--- src/rtl/cbdc_pkg.sv ---
`timescale 1ns / 1ps
// Shared types and constants for the cubic Bezier point evaluator.
// No dependencies.
package cbdc_pkg;

  localparam int unsigned COORD_BITS_DEF      = 10;
  localparam int unsigned PARAM_FRAC_BITS_DEF = 16;
  localparam int unsigned CFG_IDX_BITS        = 4;
  localparam int unsigned NUM_POINTS          = 4;

  typedef enum logic [CFG_IDX_BITS-1:0] {
    REG_P0_X = 4'd0,
    REG_P0_Y = 4'd1,
    REG_P1_X = 4'd2,
    REG_P1_Y = 4'd3,
    REG_P2_X = 4'd4,
    REG_P2_Y = 4'd5,
    REG_P3_X = 4'd6,
    REG_P3_Y = 4'd7
  } reg_idx_e;

  // per-stage load enables of the interpolation pipeline
  typedef struct packed {
    logic s1;
    logic s2;
    logic s3;
  } pipe_en_t;

endpackage

--- src/rtl/cbdc_cfg_regs.sv ---
`timescale 1ns / 1ps
// Control point register file, written through the configuration channel.
// Depends on cbdc_pkg.
module cbdc_cfg_regs #(
  parameter int unsigned COORD_BITS = cbdc_pkg::COORD_BITS_DEF
) (
  input  logic                              clk_i,
  input  logic                              rst_ni,
  input  logic                              wr_en_i,
  input  logic [cbdc_pkg::CFG_IDX_BITS-1:0] wr_index_i,
  input  logic [COORD_BITS-1:0]             wr_data_i,
  output logic [COORD_BITS-1:0]             px_o [cbdc_pkg::NUM_POINTS],
  output logic [COORD_BITS-1:0]             py_o [cbdc_pkg::NUM_POINTS]
);

  logic [COORD_BITS-1:0] px_q [cbdc_pkg::NUM_POINTS];
  logic [COORD_BITS-1:0] py_q [cbdc_pkg::NUM_POINTS];

  always_ff @(posedge clk_i or negedge rst_ni) begin
    if (!rst_ni) begin
      for (int i = 0; i < cbdc_pkg::NUM_POINTS; i++) begin
        px_q[i] <= '0;
        py_q[i] <= '0;
      end
    end else if (wr_en_i) begin
      unique case (cbdc_pkg::reg_idx_e'(wr_index_i))
        cbdc_pkg::REG_P0_X: px_q[0] <= wr_data_i;
        cbdc_pkg::REG_P0_Y: py_q[0] <= wr_data_i;
        cbdc_pkg::REG_P1_X: px_q[1] <= wr_data_i;
        cbdc_pkg::REG_P1_Y: py_q[1] <= wr_data_i;
        cbdc_pkg::REG_P2_X: px_q[2] <= wr_data_i;
        cbdc_pkg::REG_P2_Y: py_q[2] <= wr_data_i;
        cbdc_pkg::REG_P3_X: px_q[3] <= wr_data_i;
        cbdc_pkg::REG_P3_Y: py_q[3] <= wr_data_i;
        default: ;  // index beyond the list: ignored
      endcase
    end
  end

  assign px_o = px_q;
  assign py_o = py_q;

endmodule

--- config.mk ---
export PLATFORM = sky130hd
export DESIGN_NAME = cbdc_cfg_regs
export DESIGN_NICKNAME = d
export VERILOG_FILES = /design/src/rtl/cbdc_pkg.sv /design/src/rtl/cbdc_cfg_regs.sv
export SDC_FILE = /design/constraint.sdc
export NUM_CORES = 1
export LEC_CHECK = 0
export BUFFER_PORTS_ARGS = -buffer_cell sky130_fd_sc_hd__buf_2
export CAP_MARGIN = 20
export CORE_MARGIN = 3
export CORE_UTILIZATION = 48
export DETAILED_ROUTE_END_ITERATION = 7
export HOLD_SLACK_MARGIN = 0.1
export PLACE_DENSITY_LB_ADDON = 0.2
export SYNTH_ARGS = -nofsm -noshare
export SYNTH_HDL_FRONTEND = slang
export SYNTH_SLANG_ARGS = --single-unit
--- constraint.sdc ---
create_clock -name clk_i -period 2 [get_ports clk_i]
set_input_delay 0.4 -clock clk_i [delete_from_list [all_inputs] [get_ports clk_i]]
set_output_delay 0.4 -clock clk_i [all_outputs]
set_load 0.005 [all_outputs]
# ---- Yosys cells after proc, flatten, opt, wreduce, memory -nomap -nowiden
# Index checks and enable logic that the tools add are counted.
# W data, S select, Z words.
dict set report word_totals {
  register_bits 80
  elab_cells 24
  input_bits 17
}
dict set report op_classes {
  n_reduce_logical 9
  eq_ne 7
}
# op n
set ops {}
lappend ops {{$eq A4 B3 Y1 const B} 4}
lappend ops {{$reduce_and A2 Y1} 8}
lappend ops {{$eq A4 B2 Y1 const B} 2}
lappend ops {{$eq A4 B1 Y1 const B} 1}
lappend ops {{$logic_not A4 Y1} 1}

# ---- Logic depth before layout (Yosys ltp)
# Gate-level depths: netlist of the first run.
dict set report logic_depth {
  ltp_word 2
  depth_mapped 4
}

# ---- Worst setup path after synthesis of the first run
# Ideal clock, no wire load.
dict set report synth_path {
  path_type {input port to flip-flop}
  from {input port wr_index_i[3] in the netlist's numbering}
  to {register py_q, in the netlist py_o[20]}
  path_buffers 1
  t_required_ns 1.875
  path_slack_ns 0.608
  t_arrival_ns 1.267
  cell_stages 4
  cell_sequence {nor3b_4 > and3_1 > buf_6 > mux2_2}
}
dict set report synth_via {
  elab_chain_cells 2
}
# item line
set synth_rtl {}
lappend synth_rtl {{start, declared} cbdc_cfg_regs.sv:10} ;# input logic [cbdc_pkg::CFG_IDX_BITS-1:0] wr_index_i,
lappend synth_rtl {{$eq A4 B2 Y1} cbdc_cfg_regs.sv:26} ;# unique case (cbdc_pkg::reg_idx_e'(wr_index_i))
lappend synth_rtl {{$reduce_and A2 Y1 (no source line)} -}
lappend synth_rtl {{end, declared} cbdc_cfg_regs.sv:17} ;# logic [COORD_BITS-1:0] py_q [cbdc_pkg::NUM_POINTS];
# No other way between the ends.
# A chain may end at the register's enable or synchronous reset.

# ---- Worst setup path in the final report of the first run
# Ends and elaborated chain as after synthesis.

==> results of run 1 <==
how the worst max path moves through the flow:
stage | start | to
after detailed placement | wr_index_i[3] | py_o[26]
after CTS | wr_index_i[3] | py_o[20]
final | wr_index_i[3] | py_o[20]
after global placement | wr_index_i[3] | py_o[26]
after floorplan | wr_index_i[3] | py_o[20]
after global routing | wr_index_i[3] | py_o[26]
cell usage in the layout, fill, tap and decap left out, types with 2 or more instances in the layout:
cell	Yosys	final
clkbuf_8	0	9
mux2_4	20	20
clkinv_2	0	4
mux2_1	3	3
buf_2	0	95
nand3b_1	2	2
dfrtp_1	80	80
buf_4	2	9
mux2_2	57	57
nor3b_2	2	2
synth_stat cells, types with 2 or more instances:
| library cell | count | area share, % |
|---|---|---|
| mux2_1 | 3 | 1.1 |
| buf_4 | 2 | 0.48 |
| mux2_2 | 57 | 20 |
| buf_6 | 4 | 1.4 |
| nor3b_2 | 2 | 0.79 |
| mux2_4 | 20 | 9.5 |
| dfrtp_1 | 80 | 63 |
| nand3b_1 | 2 | 0.48 |
registers in the layout, summed over array words and instances, names as in the netlist:
| name | cells |
|---|---|
| px_o | 40 |
| py_o | 40 |
power by group:
group / internal (mW) / switching [mW] / leakage [nW] / total, mW
Sequential: 1.99 / 0.197 / 0.981 / 2.19
Clock: 0.444 / 0.567 / 0.0858 / 1.01
Combinational: 0.592 / 0.362 / 0.951 / 0.955
area by class of cell:
cell class / instances / area (µm²)
multi-input cells: 92 / 1090
clock inverters: 6 / 36.3
well taps: 75 / 93.8
flip-flops and latches: 80 / 2000
repair buffers: 106 / 573
clock buffers: 10 / 128
fillers: 481 / 2210
kinds of logic (layout without fill, tap and decap cells):
| group | Yosys count | count (layout) | synth area share (%) |
|---|---|---|---|
| mux | 80 | 80 | 30.9 |
| flops | 80 | 80 | 63.5 |
| buf+inv | 6 | 122 | 1.90 |
| simple gates | 12 | 12 | 3.69 |
per-layer routing:
layer	part of all wire, %	up-vias	track usage [%]
met1	46	976	26.3
met3	5.7	7	4.54
met2	47	63	30.4
met4	0.80	0	7.22
li1	-	855	-
met5	0	-	0
==> flow_metrics.env, run 1 <==
export IMPL_min_to="px_o[22]"
export IMPL_p_per_area_mw_per_mm2=1060
export IMPL_ys_types=16
export IMPL_finClkSkew_ns=0
export IMPL_num_vias=1901
export IMPL_grt_pass1_vias=2009
export IMPL_design_area_mm2=0.00393
export IMPL_clock_latency_ns=0.34
export IMPL_dr_first_iter_drc_count=39
export IMPL_worst_setup_path_type="input pin to flip-flop"
export IMPL_grt_ovfl_total=0
export IMPL_ys_ff_latch=80
export IMPL_grt_max_degree=59
export IMPL_required_ns=2.22
export IMPL_r2r_slack_ns=1.20
export IMPL_fin_crit_ns=1.35
export IMPL_hold_ws_ns=0.386
export IMPL_fp_dieW_um=87.1
export IMPL_cp_buffers_inverters=2
export IMPL_ant_nets=0
export IMPL_maxCapViolCount=0
export IMPL_slowest_stage="mux2_2"
export IMPL_placed_area_mm2=0.00375
export IMPL_hp_class="input pin to flip-flop"
export IMPL_drc_errors=0
export IMPL_stdcell_count=369
export IMPL_rsz0062_at_grt="no"
export IMPL_irDropWorstVdd_uv=618
export IMPL_gp_congestion=0.738
export IMPL_syn_area_mm2=0.00315
export IMPL_power_mw=4.16
export IMPL_cts_clk_slew_worst_paths_ns=0.08
export IMPL_postCtsSetupRepairBufs=0
export IMPL_hold_start="wr_data_i[2]"
export IMPL_hold_path_cell_count=2
export IMPL_antenna_cells=0
export IMPL_antenna_found_initial=0
export IMPL_crit_chain="buf_2 -> nor3b_4 -> and3_1 -> buf_4 -> mux2_2"
export IMPL_htree_levels=3
export IMPL_cpLargestDelayFamily="simple AND/OR/NAND/NOR gates"
export IMPL_ys_async_sr_fraction_pct=100
export IMPL_initial_utilization_pct=51.4
export IMPL_hpwl_um=4710
export IMPL_root_buffer="clkbuf_8"
export IMPL_cpPeakStageDelay_ns=0.35
export IMPL_setup_tns_final_ns=0
export IMPL_dp_cells=352
export IMPL_timing_rr_start="py_o[25]"
export IMPL_power_leakage_nw=2.02
export IMPL_drive_above_1_share_pct=69.0
export IMPL_holdBufCountCts=1
export IMPL_syn_nets=195
export IMPL_setup_viol=0
export IMPL_r2r_end="py_o[25]"
export IMPL_period_share_pct=67.4
export IMPL_endpoint_kind="flip-flop"
export IMPL_synth_edf_count=0
export IMPL_synth_cells=178
export IMPL_synth_seq_area_share_pct=63.5
export IMPL_worstSetupPathDepth=5
export IMPL_cts_tree="done"
export IMPL_wl_um=6770
export IMPL_cts_resized_gates=0
export IMPL_firstDrtPassIters=4
export IMPL_port_buffer_count=96
export IMPL_yosysWarnings=0
export IMPL_slew_violations=0
export IMPL_numCtsBuffers=9
export IMPL_cp_max_fo=8
export IMPL_worstSetupStartpointType="input pin"
export IMPL_rows=28
export IMPL_vias_per_cell=5.15
export IMPL_status="finished clean"
export IMPL_cts_sinks=80
export IMPL_place_ws_ns=0.280
export IMPL_fin_ws_ns=0.652
export IMPL_wire_per_inst_um=18.3
export IMPL_syn_area_per_cell_um2=17.7
export IMPL_worst_pin_slew_ns=0.363
export IMPL_dieArea_mm2=0.00758
export IMPL_max_freq_mhz=742
export IMPL_hold_viol=0
export IMPL_io_pin_count=97
export IMPL_synthFlopType="dfrtp_1"
export IMPL_slew_headroom_pct=75.7
export IMPL_core_area_mm2=0.00613
export IMPL_cts_path_max_buffers=2
export IMPL_fin_nets=306
export IMPL_worst_r2r_cell_count=1
export IMPL_grt_first_pass_wirelength_um=10900
export IMPL_area_growth_pct=24.4
export IMPL_arrival_ns=1.57
export IMPL_die_height_um=87.1
export IMPL_grt_use_total_pct=19.4
export IMPL_fin_util_pct=64.0
Note: power is estimated with default switching activity, not from simulation.
==> inputs of run 2 (changes only) <==
--- a/config.mk
+++ b/config.mk
@@ -5,10 +5,11 @@
 export SDC_FILE = /design/constraint.sdc
 export NUM_CORES = 1
 export LEC_CHECK = 0
+export ABC_AREA = 1
 export BUFFER_PORTS_ARGS = -buffer_cell sky130_fd_sc_hd__buf_2
 export CAP_MARGIN = 20
 export CORE_MARGIN = 3
-export CORE_UTILIZATION = 48
+export CORE_UTILIZATION = 46
 export DETAILED_ROUTE_END_ITERATION = 7
 export HOLD_SLACK_MARGIN = 0.1
 export PLACE_DENSITY_LB_ADDON = 0.2
==> constraint.sdc (replaced) <==
create_clock -name clk_i -period 1.2 [get_ports clk_i]
set_input_delay 0.24 -clock clk_i [delete_from_list [all_inputs] [get_ports clk_i]]
set_output_delay 0.24 -clock clk_i [all_outputs]
set_load 0.005 [all_outputs]
==> flow_metrics.env, run 2 <==
export IMPL_maxCapViolCount=0
export IMPL_synth_seq_area_share_pct=59.4
export IMPL_required_ns=0.96
export IMPL_synthFlopType="dfrtp_1"
export IMPL_fp_dieW_um=91.6
export IMPL_synth_compound_area_share_pct=2.23
export IMPL_synthTopCellsByArea="dfrtp_1 59%, nand2_1 22%, nand4_1 5.6%"
export IMPL_yosysMostFrequentCell="nand2_1"
export IMPL_numCtsBuffers=9
export IMPL_min_to="px_o[13]"
export IMPL_timing_rr_start="py_o[18]"
export IMPL_rsz0062_at_grt="no"
export IMPL_synth_adder_area_share_pct=0
export IMPL_synth_edf_count=0
export IMPL_synth_top_area_cell="dfrtp_1"
export IMPL_syn_area_mm2=0.00337
export IMPL_cp_max_fo=2
export IMPL_r2r_end="py_o[18]"
export IMPL_area_growth_pct=23.3
export IMPL_grt_pass1_vias=2682
export IMPL_ys_ff_latch=80
export IMPL_firstDrtPassIters=4
export IMPL_cp_buffers_inverters=1
export IMPL_fin_nets=496
export IMPL_irDropWorstVdd_uv=641
export IMPL_place_ws_ns=-0.0155
export IMPL_root_buffer="clkbuf_8"
export IMPL_antenna_cells=0
export IMPL_synth_simple_gate_area_share_pct=33.1
export IMPL_grt_use_met2_pct=30.2
export IMPL_rows=30
export IMPL_dieArea_mm2=0.00839
export IMPL_io_pin_count=97
export IMPL_slew_headroom_pct=71.7
export IMPL_gp_congestion=0.788
export IMPL_wl_um=8700
export IMPL_fin_ws_ns=0.0730
export IMPL_synth_cells=381
export IMPL_grt_use_total_pct=21.9
export IMPL_hpwl_um=5730
export IMPL_grt_first_pass_wirelength_um=14100
export IMPL_htree_levels=3
export IMPL_drive_above_1_share_pct=29.1
export IMPL_syn_area_per_cell_um2=8.85
export IMPL_final_common_cell="nand2_1"
export IMPL_met3_usage_pct=5.50
export IMPL_slew_violations=0
export IMPL_finClkSkew_ns=0
export IMPL_hold_viol=0
export IMPL_synth_mux_area_fraction_pct=0
export IMPL_power_leakage_nw=2.37
export IMPL_gr_usage_met1_pct=32.8
export IMPL_n_fill_cell=647
export IMPL_p_per_area_mw_per_mm2=1620
export IMPL_grt_busiest_layer="met1"
export IMPL_yosysWarnings=0
export IMPL_worstSetupStartpointType="flip-flop"
export IMPL_period_share_pct=93.9
export IMPL_slowest_stage="dfrtp_1"
export IMPL_r2r_slack_ns=0.50
export IMPL_num_vias=2882
export IMPL_wire_per_inst_um=15.0
export IMPL_setup_viol=0
export IMPL_antenna_found_initial=0
export IMPL_grt_max_degree=81
export IMPL_cts_tree="done"
export IMPL_hp_class="input pin to flip-flop"
export IMPL_ant_nets=0
export IMPL_multiInputGateArea_mm2=0.00119
export IMPL_core_area_mm2=0.00694
export IMPL_max_freq_mhz=887
export IMPL_syn_nets=398
export IMPL_worst_pin_slew_ns=0.425
export IMPL_cts_clk_slew_worst_paths_ns=0.08
export IMPL_cpPeakStageDelay_ns=0.40
export IMPL_hold_start="wr_data_i[3]"
export IMPL_port_buffer_count=96
export IMPL_fin_crit_ns=1.13
export IMPL_ff_latch_area_mm2=0.00200
export IMPL_yosysTopAreaCellShare_pct=59.4
export IMPL_yosys_top_cells_count="194 x nand2_1, 80 x dfrtp_1, 30 x nand4_1"
export IMPL_dr_first_iter_drc_count=178
export IMPL_arrival_ns=0.89
export IMPL_hold_path_cell_count=3
export IMPL_vias_per_cell=4.97
export IMPL_worst_r2r_cell_count=3
export IMPL_ys_async_sr_fraction_pct=100
export IMPL_crit_chain="buf_2"
export IMPL_endpoint_kind="output pin"
export IMPL_initial_utilization_pct=48.6
export IMPL_ys_types=16
export IMPL_die_height_um=91.6
export IMPL_clock_latency_ns=0.34
export IMPL_cpLargestDelayFamily="flip-flops"
export IMPL_cts_sinks=80
export IMPL_grt_ovfl_total=0
export IMPL_hold_ws_ns=0.221
export IMPL_cts_path_max_buffers=2
export IMPL_synthXorXnorAreaFrac_pct=0
export IMPL_layout_common_cells="194 x nand2_1, 95 x buf_2, 80 x dfrtp_1"
export IMPL_cts_resized_gates=0
export IMPL_setup_tns_final_ns=0
export IMPL_synth_top_family_by_area="simple AND/OR/NAND/NOR gates"
export IMPL_status="finished clean"
export IMPL_drc_errors=0
export IMPL_worst_setup_path_type="flip-flop to output pin"
[run 2: cell count changes in the layout (fill, tap and decap cells not counted), sizes merged, moves of 3 or more]
cell	change
mux2	-80
buf	+5
o21bai	+10
inv	+16
nand2	+194
nand3	+16
nor2	+7
nor3b	-3
nand4	+30
nand3b	-3
[run 2: cells by family after synthesis]
| family | count (synthesis) |
|---|---|
| and+or+nand+nor | 251 |
| DFF | 80 |
| buffers and inverters | 40 |
| AOI/OAI and AO/OA | 10 |
[run 2: layer usage]
layer	up-vias	part of all wire [%]
met3	11	11
met1	1340	45
met4	0	1.5
met5	-	0
li1	1400	-
met2	131	43
[run 2: worst min-delay path, stage by stage]
cell and delay [ns]:
buf_2 0.17, nand2_1 0.08, nand2_1 0.04
[run 2: timing repair]
action / in CTS / in global routing
setup endpoints to repair: 0 / 0
endpoints found under the hold margin: 80 / 0
hold buffers: 1 / 0
buffers inserted: 0 / 0
[run 2: worst max-delay path by stage]
stage,end,slack (ns),startpoint,cells past startpoint
detailed placement,py_o[8],-0.02,wr_index_i[3],6
CTS,px_o[0],0.06,px_o[0],1
floorplan,py_o[10],0.22,wr_en_i,5
global placement,py_o[6],0.03,wr_index_i[3],6
global route,py_o[37],0.04,py_o[37],1
finish,px_o[0],0.07,px_o[0],1
[run 2: area by class of cell]
type / count / area share, %
Clock inverter: 6 / 0.872
Timing Repair Buffer: 111 / 15.0
Multi-Input combinational cell: 261 / 28.6
Tap cell: 96 / 2.89
Sequential cell: 80 / 48.1
Inverter: 16 / 1.44
Clock buffer: 10 / 3.07
[run 2: report_power, final]
part           total [mW]  switching (mW)  internal [mW]
combinational        1.48           0.788          0.692
sequential           3.56           0.303           3.25
clock                1.71           0.965          0.740
[run 2: metrics by stage]
step	std cells	cell area [µm²]	util, %	power, mW
2_1_floorplan	381	3370	-	4.25
3_3_place_gp	563	3990	57.4	5.06
3_5_place_dp	563	3990	57.4	5.11
4_1_cts	580	4160	59.9	6.81
5_1_grt	580	4160	59.9	7.17
6_report	580	4160	59.9	6.74
==> inputs of run 3 (changes only) <==
--- a/config.mk
+++ b/config.mk
@@ -6,11 +6,12 @@
 export NUM_CORES = 1
 export LEC_CHECK = 0
 export ABC_AREA = 1
-export BUFFER_PORTS_ARGS = -buffer_cell sky130_fd_sc_hd__buf_2
 export CAP_MARGIN = 20
+export CORE_ASPECT_RATIO = 1.4
 export CORE_MARGIN = 3
-export CORE_UTILIZATION = 46
+export CORE_UTILIZATION = 48
 export DETAILED_ROUTE_END_ITERATION = 7
+export DONT_BUFFER_PORTS = 1
 export HOLD_SLACK_MARGIN = 0.1
 export PLACE_DENSITY_LB_ADDON = 0.2
 export SYNTH_ARGS = -nofsm -noshare
==> flow_metrics.env, run 3 (synthesized netlist as in run 2, its figures left out) <==
export IMPL_cts_sinks=80
export IMPL_cts_clk_slew_worst_paths_ns=0.09
export IMPL_drc_errors=0
export IMPL_root_buffer="clkbuf_8"
export IMPL_maxCapViolCount=0
export IMPL_hp_class="input pin to asynchronous set/reset pin"
export IMPL_die_height_um=105
export IMPL_met3_usage_pct=8.28
export IMPL_n_fill_cell=610
export IMPL_dr_first_iter_drc_count=207
export IMPL_vias_per_cell=5.17
export IMPL_ff_latch_area_mm2=0.00200
export IMPL_area_growth_pct=13.1
export IMPL_fin_nets=406
export IMPL_dieArea_mm2=0.00808
export IMPL_fin_util_pct=56.9
export IMPL_setup_viol=0
export IMPL_gp_congestion=0.757
export IMPL_endpoint_kind="flip-flop"
export IMPL_grt_pass1_vias=2511
export IMPL_p_per_area_mw_per_mm2=1790
export IMPL_cp_buffers_inverters=1
export IMPL_hold_ws_ns=-0.425
export IMPL_slowest_stage="dlygate4sd3_1"
export IMPL_cts_tree="done"
export IMPL_cpPeakStageDelay_ns=0.85
export IMPL_worstSetupStartpointType="input pin"
export IMPL_grt_use_met2_pct=36.0
export IMPL_place_ws_ns=0.144
export IMPL_worst_pin_slew_ns=0.502
export IMPL_seqPwrFrac_pct=54.6
export IMPL_power_frac_clock_pct=34.1
export IMPL_grt_busiest_layer="met2"
export IMPL_fp_dieW_um=76.8
export IMPL_power_frac_comb_pct=11.3
export IMPL_fin_crit_ns=1.07
export IMPL_hpwl_um=5640
export IMPL_power_leakage_nw=1.99
export IMPL_period_share_pct=89.1
export IMPL_grt_use_total_pct=23.0
export IMPL_wire_per_inst_um=18.2
export IMPL_initial_utilization_pct=50.3
export IMPL_cts_path_max_buffers=2
export IMPL_firstDrtPassIters=4
export IMPL_slew_headroom_pct=66.5
export IMPL_setup_tns_final_ns=0
export IMPL_multiInputGateArea_mm2=0.00119
export IMPL_final_common_cell="nand2_1"
export IMPL_finClkSkew_ns=0
export IMPL_drive_above_1_share_pct=10.7
export IMPL_htree_levels=3
export IMPL_crit_chain="dlygate4sd3_1 -> nand4_1 -> nand2_1"
export IMPL_hold_viol=80
export IMPL_gr_usage_met1_pct=28.9
export IMPL_failed_checks="negative hold slack"
export IMPL_irDropWorstVdd_uv=1230
export IMPL_p_int_mw=4.96
export IMPL_numCtsBuffers=9
export IMPL_fin_ws_ns=0.131
export IMPL_core_area_mm2=0.00670
export IMPL_max_freq_mhz=935
export IMPL_num_vias=2525
export IMPL_status="finished with violations"
export IMPL_p_sw_share_pct=27.5
export IMPL_cp_max_fo=8
export IMPL_grt_ovfl_total=0
export IMPL_clock_latency_ns=0.33
export IMPL_slew_violations=0
export IMPL_cts_resized_gates=0
export IMPL_antenna_found_initial=2
export IMPL_required_ns=1.47
export IMPL_worst_setup_path_type="input pin to flip-flop"
export IMPL_netSwitchingPower_mw=1.88
export IMPL_rsz0062_at_grt="no"
export IMPL_rows=35
export IMPL_io_pin_count=97
export IMPL_arrival_ns=1.34
export IMPL_port_buffer_count=0
export IMPL_layout_common_cells="194 x nand2_1, 80 x dfrtp_1, 30 x nand4_1"
export IMPL_cpLargestDelayFamily="buffers and inverters"
export IMPL_ant_nets=0
export IMPL_grt_first_pass_wirelength_um=14200
export IMPL_grt_max_degree=81
export IMPL_wl_um=8860
==> run 3: metrics by stage <==
step                      std cells  power (mW)  instance area (µm²)
after detailed placement        459        4.47                 3450
after floorplan                 381        4.25                 3370
after global routing            488        7.21                 3810
after CTS                       485        6.89                 3790
final                           488        6.84                 3810
after global placement          459        4.43                 3450
==> run 3: worst paths after layout <==
kind / startpoint / endpoint / slack [ns] / cells after the start
setup / recovery: wr_data_i[8] / py_o[38] / 0.13 / 3
hold / removal: rst_ni / px_o[28] / -0.42 / 0
setup reg to reg: py_o[15] / py_o[15] / 0.47 / 3
hold reg to reg: py_o[21] / py_o[21] / 0.50 / 2
max in group asynchronous: rst_ni / py_o[8] / 1.49 / 0
min in group clk_i: wr_en_i / py_o[21] / 0.20 / 3
==> run 3: per-layer routing <==
metal | vias to the layer above | part of all wire [%]
met3 | 14 | 8.1
met5 | - | 0
met1 | 1192 | 41
li1 | 1227 | -
met4 | 0 | 2.2
met2 | 92 | 48
==> run 3: final cells by class <==
type | count | area share, %
Clock buffer | 10 | 3.35
Multi-Input combinational cell | 261 | 31.2
Clock inverter | 6 | 2.82
Antenna cell | 2 | 0.131
Inverter | 16 | 1.57
Tap cell | 92 | 3.02
Timing Repair Buffer | 21 | 5.44
Sequential cell | 80 | 52.5
==> run 3: power groups by stage <==
stage               clock network (mW)  registers (mW)  logic, mW
floorplan                            0            3.64      0.614
global placement                     0            3.79      0.637
detailed placement                   0            3.80      0.670
CTS                               2.37            3.76      0.759
global route                      2.48            3.81      0.920
finish                            2.33            3.74      0.771
==> run 3: timing repair <==
action,in CTS,in global routing
setup buffers,0,0
hold buffers,10,1
hold endpoints to repair,160,110
